### src/hw/rtl/vnra_pkg.sv
// Package for the running-average vertex normal block.
// Holds widths, fixed-point constants and shared control types. No dependencies.
`default_nettype none
package vnra_pkg;
    localparam int VERTEX_COUNT_DEF = 4096;
    localparam int COORD_WIDTH_DEF  = 16;
    localparam int INDEX_WIDTH      = 12;
    localparam int NORMAL_WIDTH     = 16;
    localparam int COUNT_WIDTH      = 16;
    localparam logic [15:0] COUNT_MAX = 16'hFFFF;
    localparam logic [14:0] ONE_Q14   = 15'd16384;
    localparam int MAG_WIDTH        = 66;
    localparam int SQ_WIDTH         = 62;
    localparam int ROOT_WIDTH       = 31;

    typedef struct packed {
        logic start;
        logic busy;
    } vnra_ctl_t;
endpackage
`default_nettype wire

### src/hw/rtl/vnra_norm.sv
// Iterative normalizer: shift to range, square sum, bit-serial root, serial divides.
// Depends on vnra_pkg.
`default_nettype none
module vnra_norm
    import vnra_pkg::*;
(
    input  wire logic                  clk,
    input  wire logic                  rst_n,
    input  wire logic                  start,
    input  wire logic [MAG_WIDTH-1:0]  mag_in [3],
    input  wire logic [2:0]            neg_in,
    output logic                       done,
    output logic signed [NORMAL_WIDTH-1:0] res [3]
);
    localparam logic [2:0] S_IDLE = 3'd0;
    localparam logic [2:0] S_SHIFT = 3'd1;
    localparam logic [2:0] S_SQ = 3'd2;
    localparam logic [2:0] S_ROOT = 3'd3;
    localparam logic [2:0] S_DIV = 3'd4;
    localparam logic [2:0] S_DONE = 3'd5;

    logic [2:0] state_reg;
    logic [MAG_WIDTH-1:0] mag_reg [3];
    logic [2:0] neg_reg;
    logic [SQ_WIDTH-1:0] sum_reg;
    logic [SQ_WIDTH-1:0] rem_reg;
    logic [ROOT_WIDTH-1:0] root_reg;
    logic [5:0] cnt_reg;
    logic [1:0] comp_reg;
    logic [45:0] dvd_reg;
    logic [ROOT_WIDTH:0] drem_reg;
    logic [15:0] quo_reg;
    logic [MAG_WIDTH-1:0] maxm;
    logic [29:0] sqa;
    logic [59:0] sq;
    logic [ROOT_WIDTH+1:0] trial;
    logic [SQ_WIDTH-1:0] rem_sh;
    logic [ROOT_WIDTH:0] drem_sh;
    logic [15:0] q_rnd;

    always_comb
    begin
        maxm = mag_reg[0];
        if (mag_reg[1] > maxm) maxm = mag_reg[1];
        if (mag_reg[2] > maxm) maxm = mag_reg[2];
        sqa = mag_reg[comp_reg][29:0];
        sq = sqa * sqa;
        rem_sh = {rem_reg[SQ_WIDTH-3:0], sum_reg[SQ_WIDTH-1:SQ_WIDTH-2]};
        trial = {root_reg, 2'b01};
        drem_sh = {drem_reg[ROOT_WIDTH-1:0], dvd_reg[45]};
        q_rnd = (quo_reg > 16'(ONE_Q14)) ? 16'(ONE_Q14) : quo_reg;
    end

    always_ff @(posedge clk or negedge rst_n)
    begin
        if (!rst_n)
        begin
            state_reg <= S_IDLE;
            done <= 1'b0;
        end
        else
        begin
            done <= 1'b0;
            unique case (state_reg)
                S_IDLE:
                begin
                    if (start)
                    begin
                        mag_reg <= mag_in;
                        neg_reg <= neg_in;
                        state_reg <= S_SHIFT;
                    end
                end
                S_SHIFT:
                begin
                    if (maxm == '0)
                    begin
                        res[0] <= '0; res[1] <= '0; res[2] <= '0;
                        state_reg <= S_DONE;
                    end
                    else if (maxm >= (MAG_WIDTH'(1) << 30))
                    begin
                        for (int i = 0; i < 3; i++) mag_reg[i] <= mag_reg[i] >> 1;
                    end
                    else if (maxm < (MAG_WIDTH'(1) << 29))
                    begin
                        for (int i = 0; i < 3; i++) mag_reg[i] <= mag_reg[i] << 1;
                    end
                    else
                    begin
                        sum_reg <= '0;
                        comp_reg <= 2'd0;
                        state_reg <= S_SQ;
                    end
                end
                S_SQ:
                begin
                    sum_reg <= sum_reg + SQ_WIDTH'(sq);
                    if (comp_reg == 2'd2)
                    begin
                        rem_reg <= '0;
                        root_reg <= '0;
                        cnt_reg <= 6'd0;
                        state_reg <= S_ROOT;
                    end
                    else
                    begin
                        comp_reg <= comp_reg + 2'd1;
                    end
                end
                S_ROOT:
                begin
                    sum_reg <= sum_reg << 2;
                    if (rem_sh >= SQ_WIDTH'(trial))
                    begin
                        rem_reg <= rem_sh - SQ_WIDTH'(trial);
                        root_reg <= {root_reg[ROOT_WIDTH-2:0], 1'b1};
                    end
                    else
                    begin
                        rem_reg <= rem_sh;
                        root_reg <= {root_reg[ROOT_WIDTH-2:0], 1'b0};
                    end
                    if (cnt_reg == 6'd30)
                    begin
                        comp_reg <= 2'd0;
                        cnt_reg <= 6'd0;
                        state_reg <= S_DIV;
                    end
                    else
                    begin
                        cnt_reg <= cnt_reg + 6'd1;
                    end
                end
                S_DIV:
                begin
                    if (cnt_reg == 6'd0)
                    begin
                        dvd_reg <= {2'd0, mag_reg[comp_reg][29:0], 14'd0}
                            + 46'(root_reg[ROOT_WIDTH-1:1]);
                        drem_reg <= '0;
                        quo_reg <= '0;
                        cnt_reg <= 6'd1;
                    end
                    else if (cnt_reg <= 6'd46)
                    begin
                        dvd_reg <= dvd_reg << 1;
                        if (drem_sh >= {1'b0, root_reg})
                        begin
                            drem_reg <= drem_sh - {1'b0, root_reg};
                            quo_reg <= {quo_reg[14:0], 1'b1};
                        end
                        else
                        begin
                            drem_reg <= drem_sh;
                            quo_reg <= {quo_reg[14:0], 1'b0};
                        end
                        cnt_reg <= cnt_reg + 6'd1;
                    end
                    else
                    begin
                        res[comp_reg] <= neg_reg[comp_reg] ? -$signed(q_rnd)
                                                           : $signed(q_rnd);
                        cnt_reg <= 6'd0;
                        if (comp_reg == 2'd2)
                        begin
                            state_reg <= S_DONE;
                        end
                        else
                        begin
                            comp_reg <= comp_reg + 2'd1;
                        end
                    end
                end
                S_DONE:
                begin
                    done <= 1'b1;
                    state_reg <= S_IDLE;
                end
                default:
                begin
                    state_reg <= S_IDLE;
                end
            endcase
        end
    end

    assert property (@(posedge clk) disable iff (!rst_n)
        done |-> $past(state_reg) == S_DONE)
        else $error("normalizer done out of sequence");
    assert property (@(posedge clk) disable iff (!rst_n)
        state_reg == S_SQ |-> comp_reg <= 2'd2)
        else $error("component index out of range");
    assert property (@(posedge clk) disable iff (!rst_n)
        state_reg == S_ROOT |-> cnt_reg <= 6'd30)
        else $error("root iteration overrun");
endmodule
`default_nettype wire

### config.mk
export PLATFORM = sky130hd
export DESIGN_NAME = vnra_norm
export DESIGN_NICKNAME = d
export VERILOG_FILES = /design/src/hw/rtl/vnra_pkg.sv /design/src/hw/rtl/vnra_norm.sv
export SDC_FILE = /design/constraint.sdc
export NUM_CORES = 2
export LEC_CHECK = 0
export ABC_CLOCK_PERIOD_IN_PS = 21500
export BUFFER_PORTS_ARGS = -buffer_cell sky130_fd_sc_hd__buf_2
export CAP_MARGIN = 20
export CORE_MARGIN = 3
export CORE_UTILIZATION = 25
export CTS_CLUSTER_DIAMETER = 50
export DETAILED_ROUTE_END_ITERATION = 16
export PLACE_DENSITY = 0.45
export SYNTH_ARGS = -nofsm -noshare
export SYNTH_HDL_FRONTEND = slang
export SYNTH_SLANG_ARGS = --single-unit
### constraint.sdc
create_clock -name clk -period 21.5 [get_ports clk]
set_input_delay 4.3 -clock clk [delete_from_list [all_inputs] [get_ports clk]]
set_output_delay 4.3 -clock clk [all_outputs]
set_load 0.02 [all_outputs]
# Yosys cells after proc, flatten, opt, wreduce, memory -nomap -nowiden
# Cells that the tools add are included.
# word_totals
regBits	507
input_bits	204
out_inout_bits	49
word_cells	138
# op_classes
multipliers	1
mux	61
n_reduce_logical	20
addsub	7
n_bitwise	1
eq_ne	20
n_lt_le_gt_ge	11
# op_table
cell	count
2-to-1 mux 198 bit	4
one-hot mux 198 bit (2 select lines)	1
2-to-1 mux 62 bit	3
one-hot mux 62 bit (3 select lines)	1
2-to-1 mux 48 bit	3
binary-select mux 66 bit (select 2 bit)	1
greater-than comparator 66 bit	2
2-to-1 mux 66 bit	2
2-to-1 mux 60 bit	2
one-hot mux 60 bit (2 select lines)	1
one-hot mux 48 bit (2 select lines)	1
2-to-1 mux 31 bit	3
2-to-1 mux 46 bit	2
>= comparator 66 x 31 -> 1 bit (second input constant)	1
logical NOT 66 bit	1
less-than comparator 66 x 30 -> 1 bit (second input constant)	1
2-to-1 mux 16 bit	4
adder 62 x 60 -> 62 bit	1
>= comparator 62 x 33 -> 1 bit	1
one-hot mux 31 bit (2 select lines)	1
multiplier 30 x 30 -> 60 bit	1
2-to-1 mux 30 bit	2
subtractor 60 x 33 -> 60 bit	1
bitwise mux 48 bit	1
other kinds (37)	80

# Logic depth before layout (Yosys ltp)
# logic_depth
word_depth	9
ltp_mapped	38
depth_no_buf	32

# Least setup slack after synthesis
# OpenSTA, ideal clock, no wires.
# synth_path
path_kind	reg-to-reg
startpoint	register mag_reg[69] in the netlist's numbering
endpoint	register mag_reg[0] in the netlist's numbering, enable pin
required_ns	20.924
t_arrival_ns	9.814
slack_ns	11.110
path_stages_with_launch	24
setup_ns	0.576
n_path_buf	3
period_less_slack_ns	10.390
cell_sequence	edfxtp_1 -> ha_1 -> a21o_1 -> a21o_1 -> a21oi_1 -> o21ai_1 -> a2111oi_0 -> o211ai_1 -> a21oi_4 -> buf_2 -> buf_1 -> mux2i_1 -> ha_1 -> nand4_1 -> or4_1 -> nor3_1 -> o41a_1 -> nor4_1 -> o31ai_1 -> a211oi_1 -> buf_2 -> a32oi_1 -> nor3b_1 -> o21a_1
# synth_via
elab_chain_len	7
elab_cells_between_ends	10
classes_between	4 x order compare; 2 x eq/ne; 2 x mux; 2 x reduce/logical
# synth_rtl
item	line_no	text
start: declaration	vnra_norm.sv:23	logic [MAG_WIDTH-1:0] mag_reg [3];
start signal: assignment	vnra_norm.sv:69	mag_reg <= mag_in;
greater-than comparator 66 bit	vnra_norm.sv:44	if (mag_reg[1] > maxm) maxm = mag_reg[1];
2-to-1 mux 66 bit (*)	vnra_norm.sv:44	
greater-than comparator 66 bit	vnra_norm.sv:45	if (mag_reg[2] > maxm) maxm = mag_reg[2];
2-to-1 mux 66 bit (*)	vnra_norm.sv:45	
>= comparator 66 x 31 -> 1 bit, or another cell as far along	vnra_norm.sv:81	else if (maxm >= (MAG_WIDTH'(1) << 30))
inequality test 3 bit (no line) / inequality test 2 bit (equally long branches)	n/a	
AND reduction 5 bit (no line) (*)	n/a	
# Mark *: on every way between the ends. The rest lies on a longest branch, timed or not.
# A chain may end at the register's enable or synchronous reset.

# Final worst setup path
# layout_path
startpoint	register comp_reg[1]
endpoint	register sum_reg[60] (data pin)
# layout_via
elab_chain_len	7
# layout_rtl
item	line_no	text
start: declaration	vnra_norm.sv:29	logic [1:0] comp_reg;
start signal: assignment	vnra_norm.sv:108	comp_reg <= comp_reg + 2'd1;
start signal: assignment	vnra_norm.sv:171	comp_reg <= comp_reg + 2'd1;
NOT 2 -> 3 bit (implied by the code)	vnra_norm.sv:46	sqa = mag_reg[comp_reg][29:0];
binary-select mux 66 bit (select 2 bit)	vnra_norm.sv:46	
2-to-1 mux 30 bit (implied by the code) (2 in a row)	vnra_norm.sv:46	
multiplier 30 x 30 -> 60 bit	vnra_norm.sv:47	sq = sqa * sqa;
adder 62 x 60 -> 62 bit	vnra_norm.sv:98	sum_reg <= sum_reg + SQ_WIDTH'(sq);
one-hot mux 62 bit (3 select lines)	vnra_norm.sv:64	unique case (state_reg)
end signal: assignment	vnra_norm.sv:98	
end signal: assignment	vnra_norm.sv:113	sum_reg <= sum_reg << 2;
end: declaration	vnra_norm.sv:25	logic [SQ_WIDTH-1:0] sum_reg;
# Every way passes these cells. The select of a mux whose other input is x is not followed.

==> impl_results.md <==
- Status: completed
- FF+latch area: 15,200 µm²
- Initial antenna violation count: 37
- IO buf count: 252
- Mapped Cells: 5,959
- Die height: 489 µm
- Fmax achieved: 83.2 MHz
- Grt total ovfl: 0
- Clock skew: 43.7 ps
- Syn. warnings: 0
- Global placer's final weighted congestion: 0.884
- CP endpoint kind: flop
- Critical R2R Launch: comp_reg[1]$_SDFFCE_PN0P_
- Drt wl/cell: 20.7 µm
- # DRC: 0
- Post-route clock period utilization: 55.9%
- # setup viols final: 0
- CTS tree: built
- Vias in the first global route: 46,525
- Max cap viols: 0
- Min Tclk post-route: 12,030 ps
- Worst min path class: flop to flop
- Synth unique cells: 84
- Endpoints failing hold: 0
- CP Max Fanout: 34
- Largest net degree at the start of global routing: 258
- Crit path launch type: flop
- Postcts setup bufs: 0
- Setup TNS: 0 ps
- Die width: 489 µm
- DRT Pass-1 Iters: 7
- Io pins: 253
- Crit path DAT: 12,430 ps
- Layout area overhead: 13.7%
- DRT antenna net count: 0
- NumNets Final: 7,553
- Largest register FFs: 198
- HP Start: dvd_reg[1]$_DFFE_PP_
- Area of the core: 231,000 µm²
- Most Frequent Cell on Critical Path: fa_1
- Post-CTS Hold Buffers: 0
- Clock sinks: 507
- Initial core utilization: 25.2%
- EDFF count, synth: 503
- Post-DP HPWL: 149,000 µm
- Sequential-to-total area share from yosys stat: 26.1%
- DRT Wirelength: 192,000 µm
- Syn avg cell area: 9.78 µm²
- Clk slew on worst S/H paths: 60 ps
- Synthesized Nets: 7,380
- DR iter-0 viols: 2,856
- Unrepaired setup endpoints after global routing: false
- Top post-synthesis cells by area: edfxtp_1 26%, fa_1 26%, ha_1 9.9%, inv_1 6.2%, mux2i_1 5.5%
- Layout cells sized above 1: 9.02%
- Worst Max-Slew Pin Slew: 1350 ps
- Yosys top cell by area: edfxtp_1
- Post-CTS Resized: 0
- Global-route wire length before repair: 295,000 µm
- Slowest Stage Delay on Critical Path: 910 ps
- Relative slew margins: 9.86%
- Synth Register Bits: 507
- Crit path kind: flop to flop
- Die area: 239,000 µm²
- Ys async rst share: 0.789%
- Multi-input gate area: 38,600 µm²
- Routed via count divided by cell count: 4.72
- Crit path max-delay cell type: clkinv_1
- Vias: 43,619
- Clk Latency, worst-skew pair: 740 ps
- Synth top area share: 25.9%
- Post-synth top flop: edfxtp_1
- Filler Cells Inserted: 24,250
- Required @ worst endpoint: 21,910 ps
- Global-route usage over all layers: 16.1%
- Setup crit start: comp_reg[1]$_SDFFCE_PN0P_
- Placement row count: 176
- Post-synthesis cell area: 58,300 µm²
- CTS Buf Count: 90
- Clk root buf: clkbuf_16
- Count of final max-slew check failures: 0
- H-tree depth: 3
- Max Buffers Root-to-Sink: 3
==> cells in the final DEF, fill, tap and decap left out, types with 13 or more instances in the layout <==
cell type  Yosys  layout
and2_1        34      33
nor2_1       549     547
o21ai_0      190     189
nand3_1       51      49
mux2i_1      322     322
nand4_1       60      60
edfxtp_1     503     503
a211oi_1      41      40
or3_1         16      16
nor4_1        64      64
nor2b_1       21      21
a21oi_1      244     229
clkinv_1       4      13
diode_2        0      13
o31ai_1       13      13
fa_1         754     754
buf_2         14     252
inv_1        956     956
o21ai_1      163     162
o22ai_1       25      25
xor2_1        61      61
nand2b_1      22      21
buf_4         13      71
o21a_1        22      21
ha_1         463     463
inv_6          0      17
xnor2_1      118     118
nor3_1        46      44
o21bai_1      22      22
a31oi_1       17      17
clkbuf_16      0      90
nand2_1      609     606
a21oi_2        0      14
a21o_1       160     160
==> worst max-delay path: cells and delay by family, from the launching register on <==
| family | cells | cell delay (ps) |
|---|---|---|
| XOR/XNOR | 1 | 150 |
| adder cells (fa/ha/maj) | 9 | 4550 |
| buffers and inverters | 7 | 2240 |
| AND/OR/NAND/NOR | 4 | 1170 |
| AO/OA/AOI/OAI | 10 | 3200 |
| flip-flops | 1 | 320 |
==> path summary, 6_finish.rpt <==
| check | endpoint | slack [ps] | depth (start not counted) |
|---|---|---|---|
| max reg2reg | sum_reg[60]$_DFFE_PP_ | 9470 | 31 |
| min reg2reg | dvd_reg[2]$_DFFE_PP_ | 530 | 2 |
| max in group asynchronous | state_reg[1]$_DFFE_PN0P_ | 17870 | 1 |
| min | dvd_reg[2]$_DFFE_PP_ | 530 | 2 |
| max | sum_reg[60]$_DFFE_PP_ | 9470 | 31 |
| min in group asynchronous | done$_DFF_PN0_ | 3430 | 1 |
==> logic make-up (layout without fill, tap and decap cells) <==
logic type | after synthesis | in the layout | synth area share (%)
buffers and inverters | 1207 | 1457 | 7.99
xor gates and xnor gates | 179 | 179 | 2.69
DFF | 507 | 507 | 26.1
AOI/OAI and AO/OA | 982 | 982 | 10.2
and+or+nand+nor | 1542 | 1542 | 11.6
adders and majority gates | 1217 | 1217 | 35.8
muxes | 325 | 325 | 5.59
other | 0 | 13 | 0
==> through the flow <==
stage | hold slack, ps | worst slack [ps] | std cells | cell area, µm² | utilization, %
2_1_floorplan | 484 | 11110 | 5959 | 58300 | -
3_5_place_dp | 508 | 9630 | 9065 | 63000 | 27.3
5_1_grt | 541 | 9060 | 9246 | 66200 | 28.7
3_3_place_gp | 502 | 9760 | 9065 | 63000 | 27.3
6_report | 527 | 9470 | 9248 | 66200 | 28.7
4_1_cts | 531 | 9610 | 9234 | 66200 | 28.6
==> synthesized netlist by cell type (12+ instances only) <==
library cell  instances
a211oi_1             41
mux2i_1             322
a21oi_1             244
buf_4                13
clkbuf_1            190
nor3_1               46
o21a_1               22
o22ai_1              25
nand2b_1             22
nand3_1              51
nor4_1               64
o21bai_1             22
xor2_1               61
o21ai_0             190
o31ai_1              13
ha_1                463
nor2_1              549
and3_1               13
and2_1               34
a31oi_1              17
nor2b_1              21
nand2_1             609
buf_1                20
inv_1               956
a21o_1              160
or3_1                16
fa_1                754
edfxtp_1            503
buf_2                14
or2_2                12
nand4_1              60
o21ai_1             163
xnor2_1             118
==> final cells by class <==
type,instances,area share [%]
Inverter,962,5.45
Clock inverter,72,1.30
Tap cell,3026,5.72
Multi-Input combinational cell,4245,58.3
Clock buffer,97,3.44
Antenna cell,13,0.0491
Sequential cell,507,23.0
Timing Repair Buffer,326,2.81
==> routing by layer <==
metal / vias up / global-route usage, % / routed length, µm
met2: 1064 / 25.8 / 88000
met4: 8 / 4.95 / 5320
li1: 20194 / - / -
met5: - / 0 / 63
met3: 290 / 1.98 / 8770
met1: 22063 / 22.8 / 89400
Power is not shown: default switching activity piles up to over one toggle a cycle in this logic, so the estimate is an artifact.
