## src/hw/rtl/vnra_ram.sv

```systemverilog
// Generic single-port RAM with registered read.
// No dependencies.
`default_nettype none
module vnra_ram #(
    parameter int WIDTH = 8,
    parameter int DEPTH = 16
) (
    input  wire logic                     clk,
    input  wire logic                     we,
    input  wire logic [$clog2(DEPTH)-1:0] addr,
    input  wire logic [WIDTH-1:0]         wdata,
    output logic      [WIDTH-1:0]         rdata
);
    logic [WIDTH-1:0] mem [DEPTH];

    always_ff @(posedge clk)
    begin
        if (we)
        begin
            mem[addr] <= wdata;
        end
        rdata <= mem[addr];
    end
endmodule
`default_nettype wire

```

## config.mk

```make
export PLATFORM = sky130hd
export DESIGN_NAME = vnra_ram
export DESIGN_NICKNAME = d
export VERILOG_FILES = /design/src/hw/rtl/vnra_ram.sv
export SDC_FILE = /design/constraint.sdc
export NUM_CORES = 1
export LEC_CHECK = 0
export ABC_AREA = 1
export BUFFER_PORTS_ARGS = -buffer_cell sky130_fd_sc_hd__buf_2
export CAP_MARGIN = 20
export CORE_MARGIN = 3
export CORE_UTILIZATION = 60
export CTS_BUF_LIST = sky130_fd_sc_hd__clkbuf_8 sky130_fd_sc_hd__clkbuf_16
export DETAILED_ROUTE_END_ITERATION = 12
export PLACE_DENSITY_LB_ADDON = 0.2
export SETUP_SLACK_MARGIN = 0.2
export SLEW_MARGIN = 20
export SYNTH_ARGS = -nofsm -noshare
export SYNTH_HDL_FRONTEND = slang
export SYNTH_SLANG_ARGS = --single-unit
```

## constraint.sdc

```tcl
create_clock -name clk -period 4.6 [get_ports clk]
set_clock_uncertainty 0.15 [all_clocks]
set_input_delay 0.23 -clock clk [delete_from_list [all_inputs] [get_ports clk]]
set_output_delay 0.23 -clock clk [all_outputs]
set_load 0.005 [all_outputs]
```

* Yosys cells after proc, flatten, opt, wreduce, memory -nomap -nowiden *
Memory sizes are Yosys's and may differ from the RTL's. A register that Yosys moved wholly into a read port is not among the register bits.
Index checks and enable logic that the tools add are counted.

operators by class
  $add $sub $neg = 0
  multipliers = 0
  divide/modulo/power cells = 0
  magnitude comparators = 0
  eq/ne operators = 0
  shift-type cells = 0
  muxes and demuxes = 2
  bitwise logic cells = 0
  reductions and logical operators = 0

operators with widths
  kind     number
  $mux W1  2

word-level totals
  register bits after elaboration = 0
  bits in latches = 0
  bits in writable memories = 128
  memory bits (read-only) = 0
  input port bits = 14
  output and inout bits = 8
  word-level logic and storage cells = 3
  memories = 1

memories
  name  words  width  read ports  clocked after memory_dff  write ports  line  text
  mem   16     8      1           1                         1            14    logic [WIDTH-1:0] mem [DEPTH];

* Logic depth before layout (Yosys ltp) *
Gate-level depths: netlist of run 1.

  word-level depth = 2
  mapped depth = 11
  depth with buffers taken out = 9

* Worst setup path before layout of run 1 *
No wires, ideal clock.

  kind = input to register
  from = input addr[1]
  to = memory mem[3][0] (enable)
  library setup time = 370 ps
  arrival time = 1,237 ps
  required time = 4,080 ps
  setup slack = 2,843 ps
  stages = 4
  buffers on the path = 2
  path through = buf_2 clkbuf_1 nand3_1 nor2_1

RTL lines
  item             line  text
  start, declared  10    input wire logic [$clog2(DEPTH)-1:0] addr,
  end, declared    14

No word-level cell before the write port.

* Final worst setup path of run 1 *
  from = input addr[0]
  to = memory mem[9][7] (enable)

No word-level cell before the write port.

==> results of run 1 <==
==> worst max-delay path, stage by stage <==
cell and delay (ps):
buf_2 440, buf_4 450, nand3_1 330, nor2_1 600
==> flip-flops by register name, indices dropped and copies added (netlist names) <==
| name | flops |
|---|---|
| rdata | 8 |
| mem | 128 |
==> worst paths after layout <==
check | from | endpoint | slack (ps)
max | addr[0] | mem[9][7] | 2530
min | wdata[1] | mem[7][1] | 20
max reg2reg | mem[5][1] | rdata[1] | 3350
min reg2reg | mem[12][4] | rdata[4] | 570
==> cells in the mapped netlist <==
cell type and count:
buf_2 12, buf_4 6, clkbuf_1 3, clkinv_1 1, dfxtp_1 8, edfxtp_1 128, inv_1 21, inv_2 1
nand2_1 346, nand3_1 4, nor2_1 18
==> logic make-up after synthesis <==
family | count (synthesis) | share of synthesized area [%]
buf+inv | 44 | 3.62
simple gates | 368 | 24.8
flops | 136 | 71.6
==> area by class of cell <==
type / instances / area (um2)
flip-flops and latches: 136 / 4000
clock inverters: 14 / 183
repair buffers: 24 / 128
well taps: 108 / 135
multi-input cells: 368 / 1390
clock buffers: 17 / 414
fillers: 602 / 2550
inverters: 23 / 86.3
==> layer usage <==
metal / vias to the layer above / track usage, %
met3: 26 / 7.51
met1: 1711 / 33.8
met2: 211 / 38.4
li1: 1795 / -
met5: - / 0
met4: 0 / 6.76
==> metrics by stage <==
| stage | total power, uW | cell area [um2] | hold slack, ps |
|---|---|---|---|
| 2_1_floorplan | 1510 | 5590 | 179 |
| 3_3_place_gp | 1570 | 5740 | 456 |
| 3_5_place_dp | 1570 | 5740 | 454 |
| 4_1_cts | 2920 | 6340 | 8.20 |
| 5_1_grt | 3000 | 6340 | 3.27 |
| 6_report | 2910 | 6340 | 20.5 |
==> power groups by stage <==
stage                     Clock [uW]  Sequential [uW]  Combinational [uW]
after floorplan                    0             1420                95.5
after global placement             0             1420                 153
after detailed placement           0             1420                 155
after CTS                       1370             1390                 159
after global routing            1430             1400                 181
final                           1360             1390                 160
==> results by group, run 1 <==
Worst setup path
  • CP max FO: 37
  • Critical Path AT: 2060 ps
  • Crit path launch type: input pin
  • Setup Crit Path Kind: input pin to flop
  • Worst Reg2Reg Path Length in Cells: 8
  • Critical Path RT: 4590 ps
  • Worst setup EP type: flop

Clocking
  • CTS buffer count: 17
  • # clock sinks: 136
  • Post-CTS Resized: 0
  • CTS tree: done
  • Clk buf depth: 2
  • CTS HTree Levels: 4
  • Clock transition at the registers of the reported paths: 60 ps
  • Clk_lat worst skew: 510 ps
  • Root buffer cell: clkbuf_8
  • Hold-fix buffer count after cts: 0
  • Setup Fix Bufs, Post-CTS: 0

STA
  • Period utilization: 45.1%
  • Fin. Hold Viols: 0
  • TNS Setup: 0 ps
  • Slew HR: 48.2%
  • Post-layout min period: 2070 ps
  • RSZ-0062 raised after global routing: no
  • Slew Limit Fails: 0
  • Post-route worst setup slack: 2530 ps
  • Slew @ Worst Pin: 774 ps
  • Final setup fails: 0
  • Fmax: 482 MHz

Pwr
  • Int Pwr: 2300 uW
  • Maximum vdd drop: 0.000509 V
  • LEAKAGE: 0.00273 uW
  • Clock power share: 46.6%
  • P_sw: 613 uW
  • PwrDens: 460 nW/um2
  • Reg power frac: 47.9%
  • Switching power share of the total: 21.0%
  • Combinational share of power: 5.5%

Cells and area
  • Layout cell share with drive strength beyond 1: 9.28%
  • Most common cell after layout, fill and taps aside: nand2_1
  • Nets@finish: 584
  • Layout overhead on the synthesized area: 13.3%
  • Most frequent cells in the layout: 346 x nand2_1, 128 x edfxtp_1, 22 x inv_1
  • Final Non-Filler Cells: 690
  • Post-Route Utilization: 71.3%
  • Antenna fix cells: 0

Place
  • Dpl cells: 659
  • HPWL after DPL: 6970 um
  • RD Place Congestion: 0.844
  • Port Buffers: 21
  • Dpl ws: 2050 ps

Route
  • Drt drc: 0
  • Met2 wire length: 5580 um
  • Iter 0 DRT Violations: 362
  • Post-Route WL: 11900 um
  • DRT Pass-1 Iters: 5
  • DR WL met3: 1110 um
  • Vias/cell: 5.42
  • Routed WL per cell: 17.2 um
  • DR vias: 3743
  • DR top layer: met4
  • Routed Antenna Nets: 0
  • M1 WL: 4980 um

Synth
  • Synth Net Count: 562
  • Seq/Total Area, Yosys: 71.6%
  • Mean post-synth cell area: 10.2 um2
  • Syn Std Cell Area: 5590 um2
  • Synthesis Warnings: 0
  • Top-area cell type share of the netlist area: 68.7%
  • Mapped Cells: 548
  • Area contributors post-synth: edfxtp_1 69%, nand2_1 23%, dfxtp_1 2.9%
  • Post-synth cell types: 11
  • FF+latch count, synth: 136
  • Post-synth top area cell: edfxtp_1

Die
  • Die width: 103 um
  • Die area: 10500 um2
  • Top Ports: 22
  • Site Rows: 34
  • Core ar.: 8890 um2
  • Initial Util: 62.9%
  • Die Span Y: 103 um

Job
  • Max_cap viols: 0

Status
  • Status: completed

Global routing
  • Number of global-route vias before repair: 3676
  • Initial antenna violation count: 0
  • Remaining global-route overflow: 0
  • First-pass GRT wire length: 18800 um
  • GRT Total Usage: 24.5%
  • Largest net degree at the start of global routing: 49

Hold path
  • Min-delay worst type: input pin to flop
  • Hold Path Depth: 1
No activity file was read; power rests on OpenSTA's default activity.
==> inputs of run 2 (changes only) <==
Settings changed: ABC_AREA 1 to 0, CORE_UTILIZATION 60 to 54.
Clock period 4.6 ns to 1.8 ns, I/O delays scaled along.
==> run 2 against run 1 <==
Clock-buffer cell count stayed put; sequential cell count did not move; sequential power grew to 2.6 times the previous value; die area up 0.63%; final cell count is 40% lower; combinational power is 120% higher; via count shrank 36%; critical path depth down 1; largest cell class unchanged.
==> results by group, run 2 <==
Worst setup path
  • Setup Crit Path Kind: flop to flop (was input pin to flop)
  • Critical R2R Capture: rdata[5] (was rdata[1])
  • CP startpoint: mem[3][5] (was addr[0])
  • Critical Path RT: 2040 ps (was 4590 ps)
  • Worst Reg2Reg Path Length in Cells: 3 (was 8)
  • R2R Setup Slk: 320 ps (was 3350 ps)
  • Crit path launch type: flop (was input pin)
  • Reg-to-Reg Start: mem[3][5] (was mem[5][1])
  • CP max FO: 1 (was 37)
  • Worst setup EP type: flop (unchanged)
  • Critical Path AT: 1720 ps (was 2060 ps)
  • Critical path endpoint: rdata[5] (was mem[9][7])

STA
  • Final setup fails: 0 (unchanged)
  • Slew Limit Fails: 0 (unchanged)
  • Fmax: 674 MHz
  • Period utilization: 82.4%
  • Fin. Hold Viols: 0 (unchanged)
  • Post-layout min period: 1480 ps
  • TNS Setup: 0 ps (unchanged)
  • Slew HR: 62.3% (was 48.2%)
  • RSZ-0062 raised after global routing: no (unchanged)
  • Slew @ Worst Pin: 564 ps (was 774 ps)
  • Hold WS: 29.8 ps (was 20.5 ps)

Cells and area
  • Register area: 4000 um2 (unchanged)
  • Top reg by flops: mem (unchanged)
  • Layout overhead on the synthesized area: 21.0% (was 13.3%)
  • Fill cell count: 578 (was 602)
  • Antenna fix cells: 0 (unchanged)
  • Multi-input logic area: 1010 um2 (was 1390 um2)
  • Max reg flops: 128 (unchanged)
  • Most common cell after layout, fill and taps aside: edfxtp_1 (was nand2_1)
  • Largest regs: mem x128, rdata x8 (unchanged)
  • Layout cell share with drive strength beyond 1: 36.8% (was 9.28%)
  • Nets@finish: 308 (was 584)
  • Post-Route Utilization: 68.6% (was 71.3%)
  • Most frequent cells in the layout: 128 x edfxtp_1, 32 x mux4_2, 23 x buf_4 (was 346 x nand2_1, 128 x edfxtp_1, 22 x inv_1)

Synth
  • Post-synth top area cell: edfxtp_1 (unchanged)
  • Synth Net Count: 244 (was 562)
  • Main synth FF type: edfxtp_1 (unchanged)
  • Number of synthesized flops with an enable pin: 128 (unchanged)
  • Seq/Total Area, Yosys: 79.0% (was 71.6%)
  • Post-synth cell types: 18 (was 11)
  • Top-area cell type share of the netlist area: 75.9% (was 68.7%)
  • Syn Std Cell Area: 5070 um2 (was 5590 um2)
  • Most frequent cell after synthesis: edfxtp_1 (was nand2_1)
  • Synthesis Warnings: 0 (unchanged)
  • Post-synth top cells: 128 x edfxtp_1, 32 x mux4_2, 16 x a22oi_1 (was 346 x nand2_1, 128 x edfxtp_1, 21 x inv_1)
  • Mapped Cells: 230 (was 548)
  • Mean post-synth cell area: 22.0 um2 (was 10.2 um2)
  • FFs w/ async S/R, synth: 0% (unchanged)
  • FF+latch count, synth: 136 (unchanged)
  • Area contributors post-synth: edfxtp_1 76%, mux4_2 14%, dfxtp_1 3.2% (was edfxtp_1 69%, nand2_1 23%, dfxtp_1 2.9%)

Clocking
  • # clock sinks: 136 (unchanged)
  • Clock transition at the registers of the reported paths: 60 ps (about the same)
  • CTS buffer count: 17 (unchanged)
  • Clk_lat worst skew: 510 ps (about the same)
  • CTS tree: done (unchanged)
  • Root buffer cell: clkbuf_8 (unchanged)
  • CTS HTree Levels: 4 (unchanged)
  • Clk buf depth: 2 (unchanged)

Status
  • Status: completed (unchanged)

Job
  • Max_cap viols: 0 (unchanged)

Die
  • Initial Util: 56.7% (was 62.9%)
  • Site Rows: 34 (unchanged)
  • Die Span Y: 103 um (about the same)
  • Core ar.: 8930 um2 (was 8890 um2)
  • Die area: 10600 um2 (was 10500 um2)
  • Top Ports: 22 (unchanged)
  • Die width: 103 um (about the same)

Global routing
  • Remaining global-route overflow: 0 (unchanged)
  • First-pass GRT wire length: 13900 um (was 18800 um)
  • GRT Total Usage: 18.6% (was 24.5%)
  • Largest net degree at the start of global routing: 22 (was 49)
  • Number of global-route vias before repair: 2527 (was 3676)
  • Initial antenna violation count: 0 (unchanged)

Pwr
  • Reg power frac: 50.7% (was 47.9%)
  • PwrDens: 1150 nW/um2 (was 460 nW/um2)
  • Maximum vdd drop: 0.000827 V (was 0.000509 V)
  • P_sw: 1490 uW (was 613 uW)
  • Int Pwr: 5540 uW (was 2300 uW)
  • Switching power share of the total: 21.2% (was 21.0%)
  • Combinational share of power: 4.9% (was 5.5%)
  • Clock power share: 44.3% (was 46.6%)
  • Power Total: 7020 uW (was 2910 uW)
  • LEAKAGE: 0.00207 uW (was 0.00273 uW)

Route
  • Vias/cell: 5.78 (was 5.42)
  • Routed Antenna Nets: 0 (unchanged)
  • Drt drc: 0 (unchanged)
  • Routed WL per cell: 20.9 um (was 17.2 um)
  • Iter 0 DRT Violations: 130 (was 362)
  • Post-Route WL: 8650 um (was 11900 um)
  • DR vias: 2397 (was 3743)
  • DRT Pass-1 Iters: 4 (was 5)

Place
  • HPWL after DPL: 5800 um (was 6970 um)
  • Port Buffers: 21 (unchanged)
  • RD Place Congestion: 0.739 (was 0.844)

Hold path
  • Min-delay worst type: input pin to flop (unchanged)
[run 2: metrics by stage]
stage	instances	setup WS, ps	cell area [um2]
finish	415	317	6130
global placement	375	210	5510
CTS	415	318	6130
global route	415	268	6130
floorplan	230	122	5070
detailed placement	375	188	5510
[run 2: routing by layer]
layer	global-route usage, %	up-vias	part of all wire [%]
met5	0	-	0
met1	25.2	1219	43
li1	-	1090	-
met3	5.01	16	4.7
met4	7.97	0	1.9
met2	28.9	72	50
[run 2: power by group through the flow]
stage | registers, uW | clock network [uW] | logic, uW
3_5_place_dp | 3630 | 0 | 339
5_1_grt | 3570 | 3330 | 380
6_report | 3560 | 3110 | 347
3_3_place_gp | 3620 | 0 | 333
2_1_floorplan | 3620 | 0 | 183
4_1_cts | 3560 | 3160 | 355
[run 2: cell type report]
type	count	share of cell area, %
sequential	136	65.3
multi-input combinational	83	16.5
timing repair buffer	56	7.14
clock buffer	17	6.76
tap	108	2.20
clock inverter	15	2.10
[run 2: how the worst min path moves through the flow]
| stage | cells after the start | to | start | slack [ps] |
|---|---|---|---|---|
| 4_1_cts | 5 | rdata[2] | addr[3] | 5 |
| 5_1_grt | 5 | rdata[1] | addr[3] | 50 |
| 3_5_place_dp | 1 | rdata[5] | rdata[5] | 320 |
| 6_report | 5 | rdata[1] | addr[3] | 30 |
| 2_1_floorplan | 0 | mem[0][0] | wdata[0] | 40 |
| 3_3_place_gp | 1 | rdata[2] | rdata[2] | 320 |
[run 2: cells by family after synthesis]
kind of cell	count (synthesis)	share of synthesized area (%)
compound gates	16	2.37
mux	32	14.2
flops	136	79.0
buf+inv	11	1.19
simple gates	35	3.21
[run 2: timing repair]
item                      CTS  global route
buffers inserted            0             0
resized for setup           0             0
hold buffers                8             0
hold endpoints to repair  128             0
[run 2: critical path, stage by stage (launching register included)]
cell      delay (ps)
edfxtp_1         360
mux4_2           460
a22oi_1          280
nand2_1          110
==> inputs of run 3 (changes only) <==
Settings changed: CORE_UTILIZATION 54 to 60.
Clock period 1.8 ns to 1.55 ns, I/O delays scaled along.
==> run 3 against run 2 <==
Sequential cell count is the same; die area fell by 9.4%; cell area rose by 4.9%; critical endpoint is now rdata[2].
==> results by group, run 3 (synthesis results as in run 2) <==
Place
  • Port Buffers: 21 (unchanged)
  • Dpl cells: 367 (was 375)
  • HPWL after DPL: 6230 um (was 5800 um)
  • RD Place Congestion: 0.779 (was 0.739)
  • Area after DPL: 5670 um2 (was 5510 um2)

Die
  • Die Span Y: 97.9 um (was 103 um)
  • Site Rows: 32 (was 34)
  • Top Ports: 22 (unchanged)
  • Initial Util: 63.6% (was 56.7%)
  • Die width: 97.9 um (was 103 um)
  • Die area: 9580 um2 (was 10600 um2)
  • Core ar.: 7970 um2 (was 8930 um2)

STA
  • Fin. Hold Viols: 0 (unchanged)
  • Slew HR: 34.0% (was 62.3%)
  • Hold WS: 68.7 ps (was 29.8 ps)
  • Fmax: 687 MHz (was 674 MHz)
  • Slew Limit Fails: 0 (unchanged)
  • RSZ-0062 raised after global routing: yes (was no)
  • Final setup fails: 0 (unchanged)
  • TNS Setup: 0 ps (unchanged)
  • Period utilization: 93.9% (was 82.4%)
  • Slew @ Worst Pin: 988 ps (was 564 ps)
  • Post-layout min period: 1460 ps (was 1480 ps)

Cells and area
  • Fill cell count: 381 (was 578)
  • Layout overhead on the synthesized area: 26.9% (was 21.0%)
  • Final Non-Filler Cells: 409 (was 415)
  • Layout cell share with drive strength beyond 1: 45.9% (was 36.8%)
  • Largest regs: mem x128, rdata x8 (unchanged)
  • Most common cell after layout, fill and taps aside: edfxtp_1 (unchanged)
  • Most frequent cells in the layout: 128 x edfxtp_1, 32 x mux4_2, 21 x buf_2 (was 128 x edfxtp_1, 32 x mux4_2, 23 x buf_4)
  • Antenna fix cells: 0 (unchanged)
  • Nets@finish: 308 (unchanged)
  • Design Area, Final: 6430 um2 (was 6130 um2)
  • Top reg by flops: mem (unchanged)
  • Max reg flops: 128 (unchanged)

Route
  • DR vias: 2532 (was 2397)
  • Vias/cell: 6.19 (was 5.78)
  • Post-Route WL: 9680 um (was 8650 um)
  • Routed WL per cell: 23.7 um (was 20.9 um)
  • Routed Antenna Nets: 0 (unchanged)
  • Drt drc: 0 (unchanged)
  • Iter 0 DRT Violations: 209 (was 130)
  • DRT Pass-1 Iters: 4 (unchanged)

Pwr
  • Switching power share of the total: 19.8% (was 21.2%)
  • Power Total: 8610 uW (was 7020 uW)
  • P_sw: 1700 uW (was 1490 uW)
  • Int Pwr: 6900 uW (was 5540 uW)
  • PwrDens: 1340 nW/um2 (was 1150 nW/um2)
  • Clock power share: 46.4% (was 44.3%)
  • LEAKAGE: 0.00212 uW (was 0.00207 uW)
  • Combinational share of power: 5.6% (was 4.9%)
  • Reg power frac: 48.1% (was 50.7%)
  • Maximum vdd drop: 0.000879 V (was 0.000827 V)

Clocking
  • # clock sinks: 136 (unchanged)
  • CTS HTree Levels: 4 (unchanged)
  • Setup Fix Bufs, Post-CTS: 0 (unchanged)
  • Clock transition at the registers of the reported paths: 60 ps (about the same)
  • CTS buffer count: 17 (unchanged)
  • CTS tree: done (unchanged)
  • Clk_lat worst skew: 500 ps (was 510 ps)
  • Root buffer cell: clkbuf_8 (unchanged)
  • Clk buf depth: 2 (unchanged)

Worst setup path
  • Critical Path AT: 1680 ps (was 1720 ps)
  • CP max FO: 1 (unchanged)
  • Worst setup EP type: flop (unchanged)
  • Setup Crit Path Kind: flop to flop (unchanged)
  • Critical Path RT: 1770 ps (was 2040 ps)
  • Crit path launch type: flop (unchanged)

Global routing
  • Largest net degree at the start of global routing: 17 (was 22)
  • Busiest layer in global routing: met2 (unchanged)
  • Initial antenna violation count: 0 (unchanged)
  • First-pass GRT wire length: 15600 um (was 13900 um)
  • M3 GR Usage: 5.57% (was 5.01%)
  • GRT Total Usage: 22.4% (was 18.6%)
  • Number of global-route vias before repair: 2722 (was 2527)
  • Met2 usage: 34.5% (was 28.9%)
  • GR Util met1: 31.6% (was 25.2%)
  • Remaining global-route overflow: 0 (unchanged)

Hold path
  • Min-delay worst type: input pin to flop (unchanged)

Job
  • Max_cap viols: 0 (unchanged)

Status
  • Status: completed (unchanged)
## run 3: changes by cell type in the layout (fill, tap and decap cells not counted), sizes merged
cell / previous run / this run
dlygate4sd3: 8 / 10
buf: 48 / 46
bufinv: 1 / 3
clkbuf: 17 / 20
clkinvlp: 5 / 3
inv: 5 / 2
## run 3: layout make-up
class	count	area (um2)	share of cell area, %
clock buffer	20	455	7.08
clock inverter	12	149	2.32
multi-input combinational	83	1190	18.5
sequential	136	4000	62.3
tap	102	128	1.98
timing repair buffer	56	505	7.86
## run 3: per-layer routing
| layer | share of wire [%] | up-vias |
|---|---|---|
| met5 | 0 | - |
| met4 | 1.3 | 0 |
| met3 | 7.7 | 12 |
| met2 | 51 | 104 |
| met1 | 40 | 1320 |
| li1 | - | 1096 |
## run 3: critical path, cell delays in order (launching register included)
cell,delay (ps)
edfxtp_1,360
mux4_2,500
a22oi_2,210
nand2_1,120
## run 3: power by group through the flow
stage	clock network (uW)	logic (uW)	registers, uW
global route	4230	514	4140
floorplan	0	241	4210
global placement	0	432	4210
CTS	4050	480	4140
finish	3990	478	4140
detailed placement	0	439	4210
## run 3: worst paths after layout
check / start / to / slack, ps / cells after the start
worst min-delay path: addr[3] / mem[3][6] / 70 / 3
worst min register to register: mem[14][7] / rdata[7] / 510 / 3
worst max-delay path: mem[3][2] / rdata[2] / 90 / 3
worst max register to register: mem[3][2] / rdata[2] / 90 / 3
## run 3: metrics by stage
| stage | util (%) | worst slack (ps) |
|---|---|---|
| 4_1_cts | 80.5 | 97.8 |
| 6_report | 80.7 | 94.6 |
| 3_3_place_gp | 71.1 | -171 |
| 5_1_grt | 80.7 | 63.2 |
| 2_1_floorplan | - | 170 |
| 3_5_place_dp | 71.1 | -187 |
## run 3: timing repair
item / in CTS / in global routing
hold endpoints to repair: 130 / 0
hold buffers: 10 / 0
pin swaps: 10 / 3
resized for setup: 9 / 3
setup endpoints to repair: 8 / 8
